[config.mk]
export PLATFORM = sky130hd
export DESIGN_NAME = three_term_recurrence_checksum
export DESIGN_NICKNAME = d
export VERILOG_FILES = /design/src/hdl/ttrc_pkg.sv /design/src/hdl/three_term_recurrence_checksum.sv
export SDC_FILE = /design/constraint.sdc
export NUM_CORES = 1
export LEC_CHECK = 0
export ABC_AREA = 1
export BUFFER_PORTS_ARGS = -buffer_cell sky130_fd_sc_hd__buf_2
export CAP_MARGIN = 20
export CORE_MARGIN = 2
export CORE_UTILIZATION = 44
export DETAILED_ROUTE_END_ITERATION = 6
export PLACE_DENSITY = 0.65
export SLEW_MARGIN = 20
export SYNTH_ARGS = -nofsm -noshare
export SYNTH_HDL_FRONTEND = slang
export SYNTH_SLANG_ARGS = --single-unit
[constraint.sdc]
create_clock -name clk -period 19.4 [get_ports clk]
set_input_delay 3.88 -clock clk [delete_from_list [all_inputs] [get_ports clk]]
set_output_delay 3.88 -clock clk [all_outputs]
set_load 0.05 [all_outputs]
[src/hdl/ttrc_pkg.sv]
// Shared constants and the modulo-65535 reduction for the three-term recurrence checksum.
// No dependencies; imported by three_term_recurrence_checksum.
`timescale 1ns / 1ps
`default_nettype none

package ttrc_pkg;

  // Field widths
  localparam int BYTE_W  = 8;
  localparam int TERM_W  = 16;
  localparam int INDEX_W = 8;

  // Recurrence constants
  localparam int GAIN_MUL     = 17;
  localparam int DAMP_MUL     = 31;
  localparam int FIRST_OFFSET = 7;
  localparam int TERM_MOD     = 65535;

  // Product and difference widths: (byte + gain) is 9 bits, times a 16-bit term
  localparam int COEF_W = BYTE_W + 1;
  localparam int PROD_W = COEF_W + TERM_W;
  localparam int DIFF_W = PROD_W + 1;

  // Reduce a product-sized value modulo 2^16 - 1 with one end-around fold
  function automatic logic [TERM_W-1:0] fold_mod(input logic [PROD_W-1:0] x);
    logic [TERM_W:0] s;
    s = (TERM_W+1)'(x[TERM_W-1:0]) + (TERM_W+1)'(x[PROD_W-1:TERM_W]);
    if (s >= (TERM_W+1)'(TERM_MOD)) begin
      s = s - (TERM_W+1)'(TERM_MOD);
    end
    return s[TERM_W-1:0];
  endfunction

endpackage

`default_nettype wire

[src/hdl/three_term_recurrence_checksum.sv]
// Top level of the three-term recurrence checksum: input register, combinational term update,
// output register. Depends on ttrc_pkg.
//
// Usage:
//   Message bytes arrive on the in_ stream, one byte per transaction, with in_tlast set on
//   the final byte of each message. Every message holds at least one byte. For each
//   message one transaction leaves on the out_ stream carrying the 16-bit checksum.
//   Throughput: one byte per cycle unless a last byte waits on a full output register; the term
//   update (two 16-bit multiplies, a subtract and a modulo-65535 fold) is combinational between
//   the input register and the result register, so consecutive bytes of a message follow back to back.
//   The last byte is taken into the input register and its checksum into the output register (out_tvalid).
//   Reset (rst_n low, synchronous): both registers empty, the block expects the first
//   byte of a new message. After each last byte the state rearms the same way.
//   Receiver stall: the result waits in the output register; bytes that yield no result
//   keep flowing, and a last byte waits in the input register until the output register
//   is free, with in_tready held low for as long as it waits.
`timescale 1ns / 1ps
`default_nettype none

module three_term_recurrence_checksum (
  input  wire                          clk,
  input  wire                          rst_n,
  // Input stream
  input  wire                          in_tvalid,
  output logic                         in_tready,
  input  wire  [ttrc_pkg::BYTE_W-1:0]  in_tdata,   // [7:0] msg_byte
  input  wire                          in_tlast,   // is_last
  // Result stream
  output logic                         out_tvalid,
  input  wire                          out_tready,
  output logic [ttrc_pkg::TERM_W-1:0]  out_tdata   // [15:0] check_value
);

  import ttrc_pkg::*;

  // Input register
  logic                 in_valid_r;
  logic [BYTE_W-1:0]    in_byte_r;
  logic                 in_last_r;

  // Recurrence state
  logic [TERM_W-1:0]    older_r, older_nxt;
  logic [TERM_W-1:0]    newer_r, newer_nxt;
  logic [INDEX_W-1:0]   index_r, index_nxt;
  logic                 at_start_r, at_start_nxt;

  // Output register
  logic                 out_valid_r;
  logic [TERM_W-1:0]    out_data_r;

  // Datapath
  logic [INDEX_W-1:0]   gain;
  logic [INDEX_W-1:0]   damp;
  logic [COEF_W-1:0]    coef;
  logic [PROD_W-1:0]    pos_prod;
  logic [PROD_W-1:0]    neg_prod;
  logic [DIFF_W-1:0]    diff;
  logic [PROD_W-1:0]    mag;
  logic [TERM_W-1:0]    mag_mod;
  logic [TERM_W-1:0]    step_term;
  logic [TERM_W-1:0]    term_nxt;

  logic                 stage_fire;
  logic                 stage_ok;
  logic                 emit;

  // Handshake: the stage may move unless it carries a last byte with nowhere to put it
  assign stage_ok   = !in_last_r || !out_valid_r || out_tready;
  assign stage_fire = in_valid_r && stage_ok;
  assign emit       = stage_fire && in_last_r;
  assign in_tready  = !in_valid_r || stage_ok;

  assign out_tvalid = out_valid_r;
  assign out_tdata  = out_data_r;

  // Coefficients from the byte index (kept to 8 bits), the two products and their difference
  always_comb begin
    gain     = INDEX_W'(index_r * INDEX_W'(GAIN_MUL));
    damp     = INDEX_W'(index_r * INDEX_W'(DAMP_MUL));
    coef     = COEF_W'(in_byte_r) + COEF_W'(gain);
    pos_prod = PROD_W'(coef) * PROD_W'(newer_r);
    neg_prod = PROD_W'(damp) * PROD_W'(older_r);
    diff     = DIFF_W'(pos_prod) - DIFF_W'(neg_prod);
  end

  // Modulo 65535 of the 26-bit signed difference: a negative -d gives (1 - d) mod 65535
  always_comb begin
    mag     = diff[DIFF_W-1] ? PROD_W'(neg_prod - pos_prod) : diff[PROD_W-1:0];
    mag_mod = fold_mod(mag);
    if (!diff[DIFF_W-1]) begin
      step_term = mag_mod;
    end else if (mag_mod <= TERM_W'(1)) begin
      step_term = TERM_W'(1) - mag_mod;
    end else begin
      step_term = TERM_W'((TERM_W+1)'(TERM_MOD) + (TERM_W+1)'(1) - (TERM_W+1)'(mag_mod));
    end
  end

  // Next state of the recurrence
  always_comb begin
    older_nxt    = older_r;
    newer_nxt    = newer_r;
    index_nxt    = index_r;
    at_start_nxt = at_start_r;
    term_nxt     = at_start_r ? TERM_W'(in_byte_r) + TERM_W'(FIRST_OFFSET) : step_term;
    if (stage_fire) begin
      if (in_last_r) begin
        older_nxt    = TERM_W'(1);
        newer_nxt    = TERM_W'(1);
        index_nxt    = '0;
        at_start_nxt = 1'b1;
      end else if (at_start_r) begin
        older_nxt    = TERM_W'(1);
        newer_nxt    = term_nxt;
        index_nxt    = INDEX_W'(1);
        at_start_nxt = 1'b0;
      end else begin
        older_nxt    = newer_r;
        newer_nxt    = term_nxt;
        index_nxt    = index_r + INDEX_W'(1);
        at_start_nxt = 1'b0;
      end
    end
  end

  // Input register
  always_ff @(posedge clk) begin
    if (!rst_n) begin
      in_valid_r <= 1'b0;
    end else if (in_tready) begin
      in_valid_r <= in_tvalid;
    end
    if (in_tready && in_tvalid) begin
      in_byte_r <= in_tdata;
      in_last_r <= in_tlast;
    end
  end

  // Recurrence state
  always_ff @(posedge clk) begin
    if (!rst_n) begin
      older_r    <= TERM_W'(1);
      newer_r    <= TERM_W'(1);
      index_r    <= '0;
      at_start_r <= 1'b1;
    end else begin
      older_r    <= older_nxt;
      newer_r    <= newer_nxt;
      index_r    <= index_nxt;
      at_start_r <= at_start_nxt;
    end
  end

  // Output register
  always_ff @(posedge clk) begin
    if (!rst_n) begin
      out_valid_r <= 1'b0;
    end else if (emit) begin
      out_valid_r <= 1'b1;
    end else if (out_tready) begin
      out_valid_r <= 1'b0;
    end
    if (emit) begin
      out_data_r <= term_nxt;
    end
  end

endmodule

`default_nettype wire
==> impl_metrics.json, run 1 <==
{
  "drc": 0,
  "grt_max_degree": 45,
  "rows": 70,
  "max_freq_ghz": 0.0630,
  "fp.dieW_um": 197,
  "grt_overflow_total": 0,
  "seqCellArea_sq_mm": 0.00161,
  "dp_hpwl_mm": 38.6,
  "area_growth_pct": 4.92,
  "die-area_sq_mm": 0.0388,
  "grt_pass1_wl_mm": 75.6,
  "gp_congestion": 0.970,
  "cp_slowest_cell": "inv_2",
  "synth_area_leaders": "fa_1 24%, ha_1 13%, nand2_1 12%, inv_1 12%, dfxtp_1 5.3%",
  "seq_area_frac_synth_pct": 9.83,
  "ctsResizeCount": 0,
  "synth-seq-cells": 68,
  "cts_max_level": 3,
  "cts_root_buffer": "clkbuf_16",
  "relSlewSlack_pct": 30.3,
  "hold_class": "flip-flop to flip-flop",
  "cts_buffer_depth": 2,
  "clk_transition_reported_paths_ns": 0.06,
  "setup_viol": 0,
  "die_y_um": 197,
  "synth_cell_types": 54,
  "critical_path_arrival_ns": 15.97,
  "worst_clock_skew_ns": 0.00959,
  "antennaDiodeCount": 0,
  "syn_inst": 2334,
  "numCtsBuffers": 9,
  "syn-num-nets": 2720,
  "initial_core_util_pct": 44.8,
  "grt_pass1_vias": 14651,
  "avgSynthCellArea_sq_um": 7.02,
  "status": "completed",
  "clock-sinks": 68,
  "yosysTopAreaCell": "fa_1",
  "slowest_delay_ns": 0.70,
  "crit_fanout": 44,
  "layout_common_cells": "536 x nand2_1, 509 x inv_1, 201 x nor2_1, 198 x fa_1, 175 x ha_1",
  "start_kind": "flip-flop",
  "core_area_sq_mm": 0.0366,
  "antenna_found_initial": 0,
  "routed-via-count": 14504,
  "rsz0062_at_grt": "no",
  "synth_edf_count": 25,
  "io_buffers": 30,
  "hold_viol": 0,
  "synthArstFlopShare_pct": 0,
  "fin_setup_tns_ns": 0,
  "final_max_slew_viol_count": 0,
  "cpMostUsedCell": "inv_1",
  "worstPathRequired_ns": 19.49,
  "drtIter0Drc": 969,
  "period_share_pct": 81.8,
  "grt_usage_pct": 24.6,
  "post_cts_buffers": 0,
  "io_pins": 31,
  "final_antenna_net_count": 0,
  "netlist.area_leader.share_pct": 24.2,
  "yosysWarnings": 0,
  "vias_per_cell": 5.20,
  "nFillCells": 3658,
  "multiInputGateArea_sq_mm": 0.0126,
  "period_needed_ns": 15.88,
  "routedWlPerCell_um": 16.5,
  "clk_latency_ns": 0.34,
  "cts_tree": "yes",
  "netlist_area_sq_mm": 0.0164,
  "wirelength_mm": 46.1,
  "mostFrequentLayoutCell": "nand2_1",
  "nNetsFinal": 2702,
  "critPathCaptureType": "flip-flop",
  "worst_pin_slew_ns": 1.05,
  "path_class": "flip-flop to flip-flop",
  "synth_flop_cell": "dfxtp_1",
  "drv_cap": 0,
  "cts_hold_repair.buffers": 0,
  "firstDrtPassIters": 5,
  "drive_above_1_share_pct": 5.39
}
## worst max-delay path, delay by kind of cell, from the launching register on
family          cells  cell delay [ns]
fa+ha+maj          12             5.00
compound gates     17             2.77
buf+inv            14             1.88
simple gates       29             5.12
xor+xnor            2             0.41
flops               1             0.48
## sequential cells by signal, indices dropped and copies added, names as in the netlist
name,flops
at_start_r,1
in_byte_r,8
in_last_r,1
in_valid_r,1
index_r,8
newer_r,16
older_r,16
out_tdata,16
out_tvalid,1
## per-stage QoR
stage / cell area, sq um / hold slack [ns] / setup WS (ns) / utilization, % / instances
floorplan: 16400 / 0.444 / 5.87 / - / 2334
global placement: 16900 / 0.501 / 4.01 / 46.1 / 2773
detailed placement: 16900 / 0.501 / 3.62 / 46.2 / 2773
CTS: 17200 / 0.516 / 3.59 / 47.0 / 2788
global route: 17200 / 0.551 / 1.88 / 47.0 / 2788
finish: 17200 / 0.511 / 3.52 / 47.0 / 2788
## synth_stat cells, types with 8 or more instances
master    instances
a21oi_1         149
a31oi_1           9
clkbuf_1         54
dfxtp_1          43
edfxtp_1         25
fa_1            198
ha_1            175
inv_1           509
nand2_1         536
nand2_2          25
nand3_1          89
nand4_1          20
nor2_1          202
nor2_2           13
nor3_1            8
o21ai_0          68
o21ai_1           8
o21bai_1         11
or2_2            10
xnor2_1          29
xor2_1           74
## kinds of logic after synthesis
family	count (synthesis)	synth area share (%)
simple gates	926	23.9
fa+ha+maj	373	37.5
buf+inv	582	13.6
flops	68	9.83
compound gates	280	9.49
xor+xnor	104	5.60
mux	1	0.0611
## area by class of cell
| cell class | count | share of cell area [%] |
|---|---|---|
| Timing Repair Buffer | 36 | 1.13 |
| Clock inverter | 5 | 0.451 |
| Sequential cell | 68 | 9.37 |
| Multi-Input combinational cell | 1684 | 73.0 |
| Clock buffer | 10 | 1.33 |
| Inverter | 517 | 11.3 |
| Tap cell | 468 | 3.40 |
## final timing paths
| path | startpoint | end | slack (ns) | cells past startpoint |
|---|---|---|---|---|
| max | index_r[0]$_SDFFE_PN0P_ | out_tdata[15]$_DFFE_PP_ | 3.52 | 74 |
| min | index_r[7]$_SDFFE_PN0P_ | index_r[7]$_SDFFE_PN0P_ | 0.51 | 1 |
| max reg2reg | index_r[0]$_SDFFE_PN0P_ | out_tdata[15]$_DFFE_PP_ | 3.52 | 74 |
| min reg2reg | index_r[7]$_SDFFE_PN0P_ | index_r[7]$_SDFFE_PN0P_ | 0.51 | 1 |
## metal layers
| layer | track usage (%) | part of all wire, % |
|---|---|---|
| met1 | 33.2 | 45 |
| met4 | 7.18 | 3.1 |
| met5 | 0.128 | 0 |
| met3 | 2.77 | 5.5 |
| met2 | 41.6 | 47 |
Power of run 1 is left out: the tool's default activity adds up to more than one toggle a clock period on the data nets, which glitch-free logic cannot reach.
==> run 2, diff against run 1 <==
--- a/config.mk
+++ b/config.mk
@@ -11,7 +11,7 @@
 export CORE_MARGIN = 2
 export CORE_UTILIZATION = 44
 export DETAILED_ROUTE_END_ITERATION = 6
-export PLACE_DENSITY = 0.65
+export PLACE_DENSITY = 0.68
 export SLEW_MARGIN = 20
 export SYNTH_ARGS = -nofsm -noshare
 export SYNTH_HDL_FRONTEND = slang
==> constraint.sdc (replaced) <==
create_clock -name clk -period 12.88 [get_ports clk]
set_input_delay 2.576 -clock clk [delete_from_list [all_inputs] [get_ports clk]]
set_output_delay 2.576 -clock clk [all_outputs]
set_load 0.05 [all_outputs]
==> impl_metrics.json, run 2 (synthesized netlist as in run 1, its figures left out) <==
{
  "critPathCaptureType": "flip-flop",
  "fp.dieW_um": 197,
  "routed-via-count": 15654,
  "wl_met3_mm": 3.00,
  "rows": 70,
  "fin_setup_tns_ns": -0.150,
  "max_freq_ghz": 0.0773,
  "drc": 0,
  "r2r_cells": 80,
  "dpl_worst_slack_ns": -0.422,
  "routedWlPerCell_um": 15.9,
  "clk_transition_reported_paths_ns": 0.06,
  "post-route-util_pct": 54.7,
  "mostFrequentLayoutCell": "nand2_1",
  "top_layer_used": "met4",
  "slowest_delay_ns": 0.58,
  "dp_hpwl_mm": 39.9,
  "worstPathRequired_ns": 12.98,
  "die-area_sq_mm": 0.0388,
  "setup_viol": 4,
  "cts_buffer_depth": 2,
  "grt_usage_pct": 24.8,
  "initial_core_util_pct": 44.8,
  "firstDrtPassIters": 7,
  "setup_slack_ns": -0.0519,
  "period_share_pct": 100,
  "start_kind": "flip-flop",
  "drtIter0Drc": 1005,
  "r2r_slack_ns": -0.05,
  "worst_clock_skew_ns": 0.00622,
  "cts_root_buffer": "clkbuf_16",
  "hold_class": "flip-flop to flip-flop",
  "rsz0062_at_grt": "yes",
  "status": "complete, but fails checks",
  "area_growth_pct": 22.1,
  "holdWs_ns": 0.542,
  "wl_met2_mm": 24.0,
  "worst_pin_slew_ns": 0.904,
  "core_area_sq_mm": 0.0366,
  "wirelength_mm": 48.4,
  "violations": "negative setup slack",
  "crit_fanout": 8,
  "cts_max_level": 3,
  "clk_latency_ns": 0.34,
  "layout_common_cells": "501 x nand2_1, 498 x inv_1, 239 x buf_4, 197 x fa_1, 179 x nor2_1",
  "cpMostUsedCell": "nand2_1",
  "period_needed_ns": 12.93,
  "grt_pass1_wl_mm": 77.1,
  "critical_path_arrival_ns": 13.03,
  "grt_pass1_vias": 15762,
  "cts_tree": "yes",
  "io_buffers": 30,
  "final_max_slew_viol_count": 0,
  "antenna_found_initial": 0,
  "vias_per_cell": 5.15,
  "path_class": "flip-flop to flip-flop",
  "cts_hold_repair.buffers": 0,
  "cp_slowest_cell": "fa_1",
  "drv_cap": 0,
  "wirelength_met1_mm": 20.1,
  "die_y_um": 197,
  "final_antenna_net_count": 0,
  "drive_above_1_share_pct": 20.5,
  "hold_viol": 0,
  "grt_max_degree": 37,
  "clock-sinks": 68,
  "gp_congestion": 0.969,
  "grt_overflow_total": 0,
  "min_path_cells": 2,
  "relSlewSlack_pct": 39.5,
  "antennaDiodeCount": 0,
  "io_pins": 31,
  "numCtsBuffers": 9,
  "nNetsFinal": 2951
}
## run 2: stage by stage
stage          cell area [sq um]  cells
2_1_floorplan              16500   2334
3_3_place_gp               18500   2976
3_5_place_dp               18500   2976
4_1_cts                    19100   3014
5_1_grt                    20000   3038
6_report                   20000   3038
## run 2: timing repair
action	CTS	global route
resized for setup	37	167
buffers inserted	21	24
cloned	1	1
pin swaps	37	111
setup endpoints to repair	32	32
## run 2: final timing paths
check / startpoint / to
setup / recovery: index_r[2]$_SDFFE_PN0P_ / out_tdata[12]$_DFFE_PP_
hold / removal: in_valid_r$_SDFFE_PN0N_ / in_valid_r$_SDFFE_PN0N_
setup reg to reg: index_r[2]$_SDFFE_PN0P_ / out_tdata[12]$_DFFE_PP_
hold reg to reg: in_valid_r$_SDFFE_PN0N_ / in_valid_r$_SDFFE_PN0N_
## run 2: routing by layer
metal  GRT usage [%]  vias up
met2            43.6      471
met3            3.16      106
li1                -     7568
met1            32.0     7509
met4            7.24        0
met5               0        -
## run 2: layout make-up
type | count | area [sq um]
clock inverters | 7 | 81.3
repair buffers | 284 | 2110
fillers | 3451 | 16600
flip-flops and latches | 68 | 1620
inverters | 517 | 1950
clock buffers | 9 | 225
well taps | 468 | 586
multi-input cells | 1685 | 13500
## run 2: worst max-delay path, delay by kind of cell (launching register included)
family / cells / cell delay, ns
adders and majority gates: 12 / 4.97
and+or+nand+nor: 28 / 2.62
AOI/OAI and AO/OA: 17 / 2.14
buffers and inverters: 19 / 1.76
xor gates and xnor gates: 4 / 0.78
DFF: 1 / 0.35
Power of run 2 is left out for the same reason.
